$ cat src/plti_pkg.sv
// ============================================================================
// plti_pkg
// Shared types, widths and codes of the piecewise linear interpolation unit.
// ============================================================================
package plti_pkg;

    localparam int TABLE_DEPTH   = 64;
    localparam int IDX_W         = $clog2(TABLE_DEPTH);
    localparam int CNT_W         = $clog2(TABLE_DEPTH + 1);
    localparam int DATA_W        = 32;
    localparam int ALU_W         = DATA_W + 2;
    localparam int PROD_W        = 2 * DATA_W;
    localparam int DIV_CNT_W     = $clog2(DATA_W);
    localparam int ENTRY_INDEX_W = 6;
    localparam int POINT_COUNT_W = 7;

    localparam logic OP_LOAD      = 1'b0;
    localparam logic OP_QUERY     = 1'b1;
    localparam logic STATUS_OK    = 1'b0;
    localparam logic STATUS_EMPTY = 1'b1;

    typedef enum logic
    {
        ALU_ADD,
        ALU_SUB
    } alu_op_t;

    typedef struct packed
    {
        alu_op_t            op;
        logic [ALU_W-1:0]   a;
        logic [ALU_W-1:0]   b;
    } alu_req_t;

    typedef struct packed
    {
        logic [DATA_W-1:0]  x;
        logic [DATA_W-1:0]  f;
    } entry_t;

    typedef struct packed
    {
        logic               en;
        logic [IDX_W-1:0]   addr;
        entry_t             entry;
    } tbl_wr_t;

    function automatic logic [ALU_W-1:0] sext(input logic [DATA_W-1:0] v);
        return {{(ALU_W-DATA_W){v[DATA_W-1]}}, v};
    endfunction

    function automatic logic [ALU_W-1:0] zext(input logic [DATA_W-1:0] v);
        return {{(ALU_W-DATA_W){1'b0}}, v};
    endfunction

endpackage

$ cat src/plti_mul.sv
// ============================================================================
// plti_mul
// Registered unsigned multiplier for the slope product.
// ============================================================================
module plti_mul
    import plti_pkg::*;
(
    input  logic              clk,
    input  logic              en,
    input  logic [DATA_W-1:0] a,
    input  logic [DATA_W-1:0] b,
    output logic [PROD_W-1:0] prod
);

    always_ff @(posedge clk)
    begin
        if (en)
        begin
            prod <= PROD_W'(a) * PROD_W'(b);
        end
    end

endmodule

$ cat config.mk
export PLATFORM = sky130hd
export DESIGN_NAME = plti_mul
export DESIGN_NICKNAME = d
export VERILOG_FILES = /design/src/plti_pkg.sv /design/src/plti_mul.sv
export SDC_FILE = /design/constraint.sdc
export NUM_CORES = 2
export LEC_CHECK = 0
export BUFFER_PORTS_ARGS = -buffer_cell sky130_fd_sc_hd__buf_2
export CORE_AREA = 2 2 321 323
export CTS_CLUSTER_DIAMETER = 80
export DETAILED_ROUTE_END_ITERATION = 8
export DIE_AREA = 0 0 323 325
export HOLD_SLACK_MARGIN = 0.06
export PLACE_DENSITY = 0.58
export SYNTH_ARGS = -nofsm -noshare
export SYNTH_HDL_FRONTEND = slang
export SYNTH_SLANG_ARGS = --single-unit
$ cat constraint.sdc
create_clock -name clk -period 10.6 [get_ports clk]
set_input_delay 0.53 -clock clk [delete_from_list [all_inputs] [get_ports clk]]
set_output_delay 0.53 -clock clk [all_outputs]
set_load 0.005 [all_outputs]
==> impl_metrics.ini <==
[run_status]
status = completed

[synth]
avgSynthCellArea_um2 = 9.42
synthDistinctLibCells = 57
syn_area_um2 = 35300
ys_seq_elements = 64
yosysSeqAreaShare_pct = 5.44
yosysTopAreaCell = fa_1
synth_ff_type = edfxtp_1
synth_common_cells = fa_1, inv_1, and2_1
synth_edf_count = 64
synth.most_common_cell = fa_1
yosys_warnings = 0
async_reset_ff_share_pct = 0
synth_fp_nets = 4973
syn_inst = 3748
netlist_top_cells_area = fa_1, and2_1, ha_1, inv_1, edfxtp_1
yosysTopAreaCellShare_pct = 50.8

[global_routing]
grt_pass1_vias = 27100
grt.total_usage_pct = 20.4
grt_max_degree = 62
grt_antenna_before_repair = 7
gr-total-overflow = 0
grt_pass1_wl_um = 162000

[timing]
rsz0062_at_grt = false
slew_violations = 0
finalHoldViolCount = 0
max_slew_margin_pct = 35.6
period_minus_slack_ns = 8.45
period_share_pct = 79.7
maxClockFrequency_ghz = 0.118
finalSetupTns_ns = 0
worstMarginPinSlew_ns = 0.966
finalSetupViolCount = 0

[floorplan]
num_rows = 117
io_pins = 130
core-area_um2 = 101000
start_util_pct = 34.9
die_h_um = 325
die_w_um = 323
dieArea_um2 = 105000

[finish]
max_flop_register = prod
area_growth_pct = 5.59
largest_reg_flops = 64
reg.largest.list = prod x64
fin_nets = 4906
n_fill_cell = 10300
drive_gt1_share_pct = 4.75

[cts]
cts_root_buffer = clkbuf_16
cts_setup_buffers = 0
hold_buffers = 0
cts.repair.resized = 0
cts_max_level = 3
cts_made_buffers = 9
cts_tree = done
numClockSinks = 64
clk_path_buf_depth = 2
clk_pin_slew_worst_paths_ns = 0.06

[place]
place_congestion = 0.863
hpwl_um = 78900
portBuffers = 129

[job]
maxCapViolations = 0

[routing]
drc = 0
vias_per_cell = 4.90
num_vias = 24800
ant_nets = 0
routed_wl_um = 103000
wire_per_inst_um = 20.4
drtIter0Drc = 1427
firstDrtPassIters = 5

[setup_path]
endpoint_kind = flip-flop
start_kind = input port
cp.required_ns = 10.71
path_cells = buf_2 > nand2_1 > fa_1 > inv_1 > fa_1 > inv_1 > fa_1 > inv_1 > fa_1 > fa_1 > fa_1 > fa_1 > inv_1 > fa_1 > inv_1 > ha_1 > nand4_1 > or4_1 > or3_1 > a31oi_1 > a31o_2 > a211oi_1 > o21ai_1 > xor2_1
crit_fanout = 32
critPathMostFrequentCell = fa_1
path_class = in2reg
cpPeakStageDelay_ns = 0.66
critPathSlowestCell = buf_2
worstPathArrival_ns = 8.55

[min_path]
hp-class = in2reg
## placed cells by master (no fill, tap or decap), drive strengths merged, types with 3 or more instances in the layout
master	instances
a211oi	3
a21boi	3
a21o	40
a21oi	66
a221o	4
a221oi	4
a31oi	12
and2	602
and3	14
and4	3
buf	142
bufinv	3
clkbuf	9
edfxtp	64
fa	896
ha	263
inv	868
nand2	480
nand3	10
nand4	23
nor2	20
nor3	7
o21a	9
o21ai	26
o21bai	11
o221ai	3
o31ai	5
or2	3
or3	3
or4	3
xnor2	35
xor2	25
## through the flow
stage | hold slack (ns) | instance area, µm² | utilization [%] | instances | worst slack, ns
2_1_floorplan | 0.642 | 35300 | - | 3748 | 3.19
3_3_place_gp | 0.786 | 36900 | 36.5 | 5038 | 2.05
3_5_place_dp | 0.794 | 36900 | 36.5 | 5038 | 1.86
4_1_cts | 0.397 | 37300 | 36.8 | 5054 | 2.23
5_1_grt | 0.404 | 37300 | 36.8 | 5054 | 1.83
6_report | 0.419 | 37300 | 36.8 | 5055 | 2.15
## cells by family (layout without fill, tap and decap cells)
logic type,count (synthesis),in the layout,share of synthesized area [%]
flip-flops,64,64,5.44
adder cells (fa/ha/maj),1159,1159,60.1
AND/OR/NAND/NOR,1177,1177,17.3
other,0,1,0
buffers and inverters,1085,1023,11.6
multiplexers,1,1,0.0283
AO/OA/AOI/OAI,202,202,4.08
XOR/XNOR,60,60,1.49
## area by class of cell
class	instances	area, µm²	area share, %
timing repair buffer	142	743	1.99
sequential	64	1920	5.15
multi-input combinational	2599	29300	78.6
clock inverter	7	125	0.336
antenna	1	2.50	0.00671
tap	1368	1710	4.59
inverter	865	3250	8.71
clock buffer	9	225	0.604
## worst max-delay path: cells and delay by family
kind / cells / cell delay [ns]
fa+ha+maj: 9 / 4.52
simple gates: 4 / 1.32
compound gates: 4 / 1.13
buf+inv: 6 / 0.92
xor+xnor: 1 / 0.08
## layer usage
| layer | up-vias | global-route usage, % | wire [µm] |
|---|---|---|---|
| met5 | - | 0 | 74 |
| met4 | 12 | 5.95 | 3560 |
| met3 | 155 | 2.50 | 5470 |
| met2 | 643 | 36.7 | 53800 |
| met1 | 13200 | 25.6 | 40100 |
| li1 | 10800 | - | - |
## path summary, 6_finish.rpt
check	startpoint	endpoint	slack, ns	cells after the start
max	b[8]	prod[62]	2.15	24
min	en	prod[56]	0.42	1
Power is left out: the tool's default activity adds up to more than one toggle a clock period on the data nets, which glitch-free logic cannot reach.
