## src/plti_pkg.sv

```systemverilog
// ============================================================================
// plti_pkg
// Shared types, widths and codes of the piecewise linear interpolation unit.
// ============================================================================
package plti_pkg;

    localparam int TABLE_DEPTH   = 64;
    localparam int IDX_W         = $clog2(TABLE_DEPTH);
    localparam int CNT_W         = $clog2(TABLE_DEPTH + 1);
    localparam int DATA_W        = 32;
    localparam int ALU_W         = DATA_W + 2;
    localparam int PROD_W        = 2 * DATA_W;
    localparam int DIV_CNT_W     = $clog2(DATA_W);
    localparam int ENTRY_INDEX_W = 6;
    localparam int POINT_COUNT_W = 7;

    localparam logic OP_LOAD      = 1'b0;
    localparam logic OP_QUERY     = 1'b1;
    localparam logic STATUS_OK    = 1'b0;
    localparam logic STATUS_EMPTY = 1'b1;

    typedef enum logic
    {
        ALU_ADD,
        ALU_SUB
    } alu_op_t;

    typedef struct packed
    {
        alu_op_t            op;
        logic [ALU_W-1:0]   a;
        logic [ALU_W-1:0]   b;
    } alu_req_t;

    typedef struct packed
    {
        logic [DATA_W-1:0]  x;
        logic [DATA_W-1:0]  f;
    } entry_t;

    typedef struct packed
    {
        logic               en;
        logic [IDX_W-1:0]   addr;
        entry_t             entry;
    } tbl_wr_t;

    function automatic logic [ALU_W-1:0] sext(input logic [DATA_W-1:0] v);
        return {{(ALU_W-DATA_W){v[DATA_W-1]}}, v};
    endfunction

    function automatic logic [ALU_W-1:0] zext(input logic [DATA_W-1:0] v);
        return {{(ALU_W-DATA_W){1'b0}}, v};
    endfunction

endpackage

```

## src/plti_alu.sv

```systemverilog
// ============================================================================
// plti_alu
// Shared adder and subtractor used for the breakpoint compares, the
// differences, the division steps and the final add of the sequencer.
// ============================================================================
module plti_alu
    import plti_pkg::*;
(
    input  alu_req_t         req,
    output logic [ALU_W-1:0] result
);

    always_comb
    begin
        unique case (req.op)
            ALU_ADD: result = req.a + req.b;
            ALU_SUB: result = req.a - req.b;
            default: result = req.a - req.b;
        endcase
    end

endmodule

```

## config.mk

```make
export PLATFORM = sky130hd
export DESIGN_NAME = plti_alu
export DESIGN_NICKNAME = d
export VERILOG_FILES = /design/src/plti_pkg.sv /design/src/plti_alu.sv
export SDC_FILE = /design/constraint.sdc
export NUM_CORES = 1
export LEC_CHECK = 0
export BUFFER_PORTS_ARGS = -buffer_cell sky130_fd_sc_hd__buf_2
export CAP_MARGIN = 0
export CORE_MARGIN = 2
export CORE_UTILIZATION = 47
export DETAILED_ROUTE_END_ITERATION = 8
export PLACE_DENSITY = 0.77
export SYNTH_ARGS = -nofsm -noshare
export SYNTH_HDL_FRONTEND = slang
export SYNTH_SLANG_ARGS = --single-unit
```

## constraint.sdc

```tcl
create_clock -name vclk -period 3.9
set_input_delay 0.39 -clock vclk [all_inputs]
set_output_delay 0.39 -clock vclk [all_outputs]
set_load 0.1 [all_outputs]
```

==> flow_summary.json <==
{
  "grt.total_usage": 0.353,
  "cpPeakStageDelay_ns": 0.50,
  "grt_max_degree": 15,
  "cap_violations": 0,
  "pre_cts_slack_ns": -0.354,
  "ys_top_cells_by_count": "a21oi_1 (50), xnor2_1 (47), nor2_1 (43)",
  "grt_overflow": 0,
  "coreArea_sq_um": 5470,
  "die_h_microns": 78.9,
  "use_met2": 0.650,
  "max_clock_freq_ghz": 0.227,
  "cp_data_required_time_ns": 3.51,
  "ys_seq_area_frac": 0,
  "yosys.cell_types.count": 61,
  "dieArea_sq_um": 6230,
  "critPathTopFamily": "compound AO/OA/AOI/OAI gates",
  "drtIter0Drc": 446,
  "hold_violations": 0,
  "yosys-top-cells-area": "ha_1 (16%), xnor2_1 (16%), a21oi_1 (9.5%)",
  "pwr_density_cell_nw_per_um2": 459,
  "start_util": 0.482,
  "dpl.hpwl_microns": 8610,
  "place_congestion": 0.931,
  "drtAntennaViolNets": 0,
  "start_kind": "primary input",
  "path_class": "in -> out",
  "ir_worst_vdd_mv": 0.464,
  "drt_first_pass_iters": 5,
  "grt_pass1_vias": 3929,
  "worst-path-max-fanout": 4,
  "busiest_layer": "met2",
  "syn-instance-count": 380,
  "syn_nets": 484,
  "design.seq.count": 0,
  "grt_pass1_wl_microns": 17900,
  "floorplan.rows": 27,
  "grt.met1_usage": 0.426,
  "ios": 103,
  "final_area_sq_um": 4960,
  "yosys_warnings": 0,
  "finalSetupViolations": 15,
  "routed_wl_microns": 14000,
  "hold_path.class": "in -> out",
  "synth_top_cell_area_share": 0.161,
  "syn-cell-area_sq_um": 2640,
  "worstMarginPinSlew_ns": 0.570,
  "fin_crit_sh": 1.13,
  "grt_setup_unrepaired": "yes",
  "die_w_microns": 78.9,
  "n_antenna_cell": 0,
  "holdBufCountCts": 0,
  "violations": "negative setup slack",
  "drive_above_1_share": 0.535,
  "drt-wirelength-per-cell_microns": 21.4,
  "fin_crit_ns": 4.40,
  "synth_largest_area_cell": "ha_1",
  "seq_area_sq_um": 0,
  "filler_cell_count": 238,
  "placed_area_sq_um": 4520,
  "fin_nets": 689,
  "slew_viol_final": 0,
  "layout-area-overhead-vs-synth_pct": 87.8,
  "path_common_cell": "buf_4",
  "portBuffers": 103,
  "relSlewSlack": 0.615,
  "leakage_nw": 2.35,
  "fin_total_pwr_w": 0.00228,
  "drcViolationCount": 0,
  "avgSynthCellArea_sq_um": 6.94,
  "crit_chain": "buf_2 -> inv_1 -> ha_1 -> and2_4 -> buf_4 -> a21oi_1 -> xnor2_1 -> ha_1 -> buf_4 -> nand4_1 -> nor2_2 -> o211ai_1 -> nand3_2 -> o211ai_4 -> a2111oi_4 -> buf_4 -> o2111ai_1 -> nand4_1 -> buf_12",
  "vias": 4244,
  "layout_setup_ws_ns": -0.498,
  "path_buf_inv": 6,
  "routed_via_density": 6.48,
  "arrival_ns": 4.01,
  "gr-usage-met3": 0.0489,
  "critPathSlowestCell": "a2111oi_4",
  "end_kind": "output port",
  "synthMostInstantiatedCell": "a21oi_1",
  "outcome": "finished with violations",
  "antenna_found_initial": 0,
  "clock_buffers": 0
}
-- what timing repair did --
action                     CTS  global route
cloned                       0             0
setup endpoints to repair   11            19
buffers inserted            10             8
hold endpoints to repair     0             0
resized for setup           39            34
pin swaps                   28            25
-- layer usage --
metal	wire length [microns]	vias to the layer above
met3	1450	111
met1	4900	1959
li1	-	1802
met2	6660	372
met4	1020	0
met5	0	-
-- where the power goes --
group | switching, W | internal, W | total (W)
logic | 0.00147 | 0.000805 | 0.00228
clock network | 0 | 0 | 0
registers | 0 | 0 | 0
-- path summary, 6_finish.rpt --
path / from / endpoint / slack, ns / depth (start not counted)
worst max-delay path: req[0] / result[33] / -0.50 / 19
worst min-delay path: req[34] / result[0] / 1.35 / 5
-- final cells by class --
class / instances / area (sq um) / area share
well taps: 72 / 90.1 / 0.0182
repair buffers: 215 / 1730 / 0.350
inverters: 20 / 75.1 / 0.0151
multi-input cells: 348 / 3060 / 0.617
-- per-stage QoR --
step                      utilization  TNS [ns]  hold slack, ns  instances
final                           0.906     -4.32            1.35        655
after global placement          0.826     -1.09            1.33        639
after CTS                       0.869    -0.405            1.35        648
after floorplan                     -     -1.16            1.24        380
after detailed placement        0.826     -2.39            1.34        639
after global routing            0.906     -6.45            1.39        655
-- logic make-up after synthesis --
family,synth area share
buffers and inverters,0.0545
AND/OR/NAND/NOR,0.278
XOR/XNOR,0.190
multiplexers,0.0152
adder cells (fa/ha/maj),0.169
AO/OA/AOI/OAI,0.294
-- placed cells by master, fill, tap and decap left out, drive strengths merged, types with 4 or more instances in the layout --
cell type  netlist  routed
mux2i            4       4
ha              34      34
a21oi           50      50
a31oi            5       5
nand4            6       6
o21ai           15      15
nor2b            7       7
nor4             6       6
a21o            12      12
xor2             8       8
o21bai           4       4
nand2b           4       4
and2             9       9
nand2           18      18
o21a             5       5
nor3            13      13
buf              2     215
nor2            43      43
inv             20      20
xnor2           47      47
nand3           10      10
and3             7       7
Note: power is estimated with default switching activity, not from simulation.
