--- src/plti_pkg.sv ---
// ============================================================================
// plti_pkg
// Shared types, widths and codes of the piecewise linear interpolation unit.
// ============================================================================
package plti_pkg;

    localparam int TABLE_DEPTH   = 64;
    localparam int IDX_W         = $clog2(TABLE_DEPTH);
    localparam int CNT_W         = $clog2(TABLE_DEPTH + 1);
    localparam int DATA_W        = 32;
    localparam int ALU_W         = DATA_W + 2;
    localparam int PROD_W        = 2 * DATA_W;
    localparam int DIV_CNT_W     = $clog2(DATA_W);
    localparam int ENTRY_INDEX_W = 6;
    localparam int POINT_COUNT_W = 7;

    localparam logic OP_LOAD      = 1'b0;
    localparam logic OP_QUERY     = 1'b1;
    localparam logic STATUS_OK    = 1'b0;
    localparam logic STATUS_EMPTY = 1'b1;

    typedef enum logic
    {
        ALU_ADD,
        ALU_SUB
    } alu_op_t;

    typedef struct packed
    {
        alu_op_t            op;
        logic [ALU_W-1:0]   a;
        logic [ALU_W-1:0]   b;
    } alu_req_t;

    typedef struct packed
    {
        logic [DATA_W-1:0]  x;
        logic [DATA_W-1:0]  f;
    } entry_t;

    typedef struct packed
    {
        logic               en;
        logic [IDX_W-1:0]   addr;
        entry_t             entry;
    } tbl_wr_t;

    function automatic logic [ALU_W-1:0] sext(input logic [DATA_W-1:0] v);
        return {{(ALU_W-DATA_W){v[DATA_W-1]}}, v};
    endfunction

    function automatic logic [ALU_W-1:0] zext(input logic [DATA_W-1:0] v);
        return {{(ALU_W-DATA_W){1'b0}}, v};
    endfunction

endpackage

--- src/plti_table.sv ---
// ============================================================================
// plti_table
// Breakpoint memory: one write port and one read port with registered data.
// ============================================================================
module plti_table
    import plti_pkg::*;
(
    input  logic             clk,
    input  tbl_wr_t          wr,
    input  logic [IDX_W-1:0] rd_addr,
    output entry_t           rd_data
);

    entry_t mem [TABLE_DEPTH];

    always_ff @(posedge clk)
    begin
        if (wr.en)
        begin
            mem[wr.addr] <= wr.entry;
        end
        rd_data <= mem[rd_addr];
    end

endmodule

--- config.mk ---
export PLATFORM = sky130hd
export DESIGN_NAME = plti_table
export DESIGN_NICKNAME = d
export VERILOG_FILES = /design/src/plti_pkg.sv /design/src/plti_table.sv
export SDC_FILE = /design/constraint.sdc
export NUM_CORES = 2
export LEC_CHECK = 0
export BUFFER_PORTS_ARGS = -buffer_cell sky130_fd_sc_hd__buf_2
export CAP_MARGIN = 15
export CORE_MARGIN = 5
export CORE_UTILIZATION = 61
export CTS_CLUSTER_SIZE = 40
export DETAILED_ROUTE_END_ITERATION = 10
export PLACE_DENSITY = 0.77
export SYNTH_ARGS = -nofsm -noshare
export SYNTH_HDL_FRONTEND = slang
export SYNTH_SLANG_ARGS = --single-unit
--- constraint.sdc ---
create_clock -name clk -period 8.58 [get_ports clk]
set_input_delay 0.858 -clock clk [delete_from_list [all_inputs] [get_ports clk]]
set_output_delay 0.858 -clock clk [all_outputs]
set_load 0.005 [all_outputs]
==> impl_metrics.py <==
metrics = {
    "run_status": {
        "outcome": "finished clean",
    },
    "routing": {
        "route.vias.total": 78434,
        "drt_iter0_drc": 14362,
        "detail_routed_via_count_per_cell": 7.37,
        "drt_pass1_iterations": 6,
        "detail_route.wl_per_cell_um": 40.7,
        "drtAntennaViolNets": 0,
        "routed_wl_um": 433000,
        "drc": 0,
    },
    "timing": {
        "fin_worst_skew_ns": 0.0569,
        "worst_pin_slew_ns": 1.34,
        "clock.fmax_mhz": 284,
        "final.setup.tns_ns": 0,
        "hold-worst-slack_ns": 0.236,
        "count_of_endpoints_failing_hold_in_the_final_timing_report": 0,
        "timing_max_transition_violations_final": 0,
        "finalCritPeriodShare_pct": 41.0,
        "slew-limit-headroom_pct": 10.6,
        "report.final.setup_viol": 0,
        "rsz_0062_raised_after_global_routing": "no",
        "fin_crit_ns": 3.52,
    },
    "yosys": {
        "synth_enable_flop_cells": 4096,
        "primary_flip_flop_cell_chosen_by_synthesis_mapping": "sky130_fd_sc_hd__edfxtp_1",
        "synthesis.yosys.warnings": 0,
        "post_synth_num_cell_types": 33,
        "sequential_area_share_after_synthesis_pct": 79.5,
        "yosys_register_bits": 4160,
        "postSynthNetCount": 6676,
        "syn_avg_cell_area_um2": 23.7,
        "post_synth_instance_area_mm2": 0.156,
        "netlist_instances": 6598,
        "asyncSetResetFlopFracSynth_pct": 0,
    },
    "worst_setup_path": {
        "slowest_stage": "sky130_fd_sc_hd__nor2_4",
        "worstPathCellList": "buf_2, nor2b_1, nand3_1, nor2_4, buf_4",
        "r2r_start": "mem[51][43]",
        "path_class": "input port to flip-flop",
        "critPathTopFamily": "simple AND/OR/NAND/NOR gates",
        "critPathBufInv": 2,
        "worst-path-max-fanout": 44,
        "critical_path.endpoint_type": "flip-flop",
        "worst-endpoint-required_ns": 9.15,
        "crit_path_max_incr_delay_ns": 1.04,
        "cp.arrival_ns": 4.09,
        "critPathLaunchType": "input port",
        "worstSetupStartpoint": "wr[70]",
    },
    "global_route": {
        "via_count_of_the_first_global_routing_pass": 79967,
        "largest_net_degree_at_the_start_of_global_routing": 120,
        "number_of_antenna_violations_at_the_first_check_in_global_routing": 29,
        "globalRoute.totalOverflow": 0,
        "global_route_wire_length_before_repair_um": 609000,
        "gr-usage-all-layers_pct": 32.9,
    },
    "floorplanning": {
        "design.die.area_mm2": 0.267,
        "core_region_area_mm2": 0.255,
        "floorplan.die.width_um": 516,
        "pin_count": 142,
        "placementRows": 185,
        "effective_utilization_at_floorplan_pct": 61.4,
        "floorplan.die.height_um": 516,
    },
    "clocking": {
        "clock_path_buffers": 4,
        "cts-resized-gates": 0,
        "cts_buffers": 399,
        "master_cell_of_the_clock_root_buffer": "sky130_fd_sc_hd__clkbuf_16",
        "clock_tree_from_tritoncts": "built",
        "clock-sinks": 4160,
        "path_clk_slew_ns": 0.06,
        "postCtsHoldBufs": 0,
        "htree_num_levels": 5,
        "worstSkewPairLatency_ns": 1.00,
        "cts_setup_buffers": 0,
    },
    "pwr": {
        "ir_drop_mv": 0.259,
        "final_total_pwr_mw": 41.8,
        "p_per_area_mw_per_mm2": 240,
        "leakagePower_nw": 54.5,
    },
    "finish": {
        "final_nets": 7033,
        "drive_gt1_share_pct": 28.0,
        "area_growth_syn_to_layout_pct": 11.7,
    },
    "placement": {
        "post-dp-hpwl_um": 214000,
        "place_congestion": 0.850,
        "input_output_buffers": 141,
    },
    "worst_hold_path": {
        "min_delay_worst_type": "input port to flip-flop",
        "hold_start": "wr[9]",
    },
    "job": {
        "max_capacitance_violation_total": 0,
    },
}
-- power by group --
group          total [mW]  switching, mW  internal [mW]
clock network        17.3           7.45           9.87
registers            22.6          0.118           22.5
logic                1.90           1.21          0.693
-- cell type report --
class / instances / area, um2
fill: 14219 / 80100
clock buffer: 507 / 10800
antenna: 10 / 25.0
multi-input combinational: 2049 / 30800
inverter: 19 / 71.3
clock inverter: 208 / 1970
tap: 3366 / 4210
sequential: 4160 / 124000
timing repair buffer: 326 / 2470
-- sequential cells by signal (all words and copies together) (netlist names) --
register  count
mem        4096
rd_data      64
-- per-layer routing --
layer  routed length (um)  vias to the layer above  global-route usage (%)
li1                     -                    29152                       -
met1               139000                    40408                    44.5
met2               205000                     7503                    50.6
met3                64500                     1351                    9.29
met4                24400                       20                    15.6
met5                  143                        -                       0
-- cell usage in the layout, fill, tap and decap left out, types with 3 or more instances in the layout --
| cell | Yosys | routed |
|---|---|---|
| sky130_fd_sc_hd__a211oi_1 | 63 | 63 |
| sky130_fd_sc_hd__a22o_1 | 88 | 88 |
| sky130_fd_sc_hd__a22oi_1 | 168 | 168 |
| sky130_fd_sc_hd__a2bb2oi_1 | 19 | 19 |
| sky130_fd_sc_hd__a31oi_1 | 18 | 18 |
| sky130_fd_sc_hd__a41oi_1 | 26 | 26 |
| sky130_fd_sc_hd__and3_1 | 64 | 64 |
| sky130_fd_sc_hd__buf_12 | 0 | 25 |
| sky130_fd_sc_hd__buf_2 | 170 | 138 |
| sky130_fd_sc_hd__buf_4 | 34 | 159 |
| sky130_fd_sc_hd__bufinv_16 | 0 | 34 |
| sky130_fd_sc_hd__clkbuf_1 | 140 | 74 |
| sky130_fd_sc_hd__clkbuf_16 | 0 | 402 |
| sky130_fd_sc_hd__clkbuf_8 | 0 | 31 |
| sky130_fd_sc_hd__clkinv_1 | 0 | 66 |
| sky130_fd_sc_hd__clkinv_2 | 0 | 76 |
| sky130_fd_sc_hd__clkinv_4 | 0 | 3 |
| sky130_fd_sc_hd__clkinvlp_4 | 0 | 16 |
| sky130_fd_sc_hd__dfxtp_1 | 64 | 64 |
| sky130_fd_sc_hd__diode_2 | 0 | 10 |
| sky130_fd_sc_hd__edfxtp_1 | 4096 | 4096 |
| sky130_fd_sc_hd__inv_1 | 19 | 19 |
| sky130_fd_sc_hd__inv_6 | 0 | 8 |
| sky130_fd_sc_hd__mux2i_1 | 135 | 135 |
| sky130_fd_sc_hd__mux4_2 | 1024 | 1024 |
| sky130_fd_sc_hd__nand2_1 | 58 | 56 |
| sky130_fd_sc_hd__nand2b_1 | 11 | 8 |
| sky130_fd_sc_hd__nand3_1 | 45 | 45 |
| sky130_fd_sc_hd__nor2_1 | 112 | 47 |
| sky130_fd_sc_hd__nor2_4 | 0 | 65 |
| sky130_fd_sc_hd__nor2b_1 | 28 | 24 |
| sky130_fd_sc_hd__nor2b_4 | 0 | 3 |
| sky130_fd_sc_hd__o221ai_1 | 38 | 38 |
| sky130_fd_sc_hd__o22ai_1 | 83 | 83 |
| sky130_fd_sc_hd__or2_2 | 28 | 28 |
| sky130_fd_sc_hd__or3_1 | 29 | 29 |
-- final timing paths --
| kind | endpoint | cells after the start | slack, ns |
|---|---|---|---|
| max | mem[38][8] | 5 | 5.06 |
| min reg2reg | rd_data[16] | 4 | 0.86 |
| min | mem[8][9] | 1 | 0.24 |
| max reg2reg | rd_data[43] | 5 | 6.41 |
-- cells in the mapped netlist, types with 34 or more instances --
| master | n | area [um2] |
|---|---|---|
| sky130_fd_sc_hd__a211oi_1 | 63 | 473 |
| sky130_fd_sc_hd__buf_2 | 170 | 851 |
| sky130_fd_sc_hd__mux4_2 | 1024 | 23100 |
| sky130_fd_sc_hd__nand2_1 | 58 | 218 |
| sky130_fd_sc_hd__nor2_1 | 112 | 420 |
| sky130_fd_sc_hd__edfxtp_1 | 4096 | 123000 |
| sky130_fd_sc_hd__o221ai_1 | 38 | 333 |
| sky130_fd_sc_hd__a22oi_1 | 168 | 1260 |
| sky130_fd_sc_hd__and3_1 | 64 | 400 |
| sky130_fd_sc_hd__clkbuf_1 | 140 | 526 |
| sky130_fd_sc_hd__dfxtp_1 | 64 | 1280 |
| sky130_fd_sc_hd__a22o_1 | 88 | 771 |
| sky130_fd_sc_hd__buf_4 | 34 | 255 |
| sky130_fd_sc_hd__mux2i_1 | 135 | 1350 |
| sky130_fd_sc_hd__nand3_1 | 45 | 225 |
| sky130_fd_sc_hd__o22ai_1 | 83 | 519 |
-- per-stage QoR --
stage / setup WS [ns] / instance area, um2 / instances / utilization [%]
floorplan: 2.29 / 156000 / 6598 / -
global placement: 4.27 / 162000 / 9910 / 63.5
detailed placement: 4.21 / 162000 / 9911 / 63.5
CTS: 5.17 / 174000 / 10626 / 68.5
global route: 4.96 / 175000 / 10639 / 68.6
finish: 5.06 / 175000 / 10645 / 68.6
-- logic make-up after synthesis --
| logic type | Yosys count | share of synthesized area (%) |
|---|---|---|
| AND/OR/NAND/NOR | 386 | 1.24 |
| flip-flops | 4160 | 79.5 |
| multiplexers | 1159 | 15.6 |
| AO/OA/AOI/OAI | 504 | 2.48 |
| buffers and inverters | 389 | 1.18 |
Note: power is estimated with default switching activity, not from simulation.
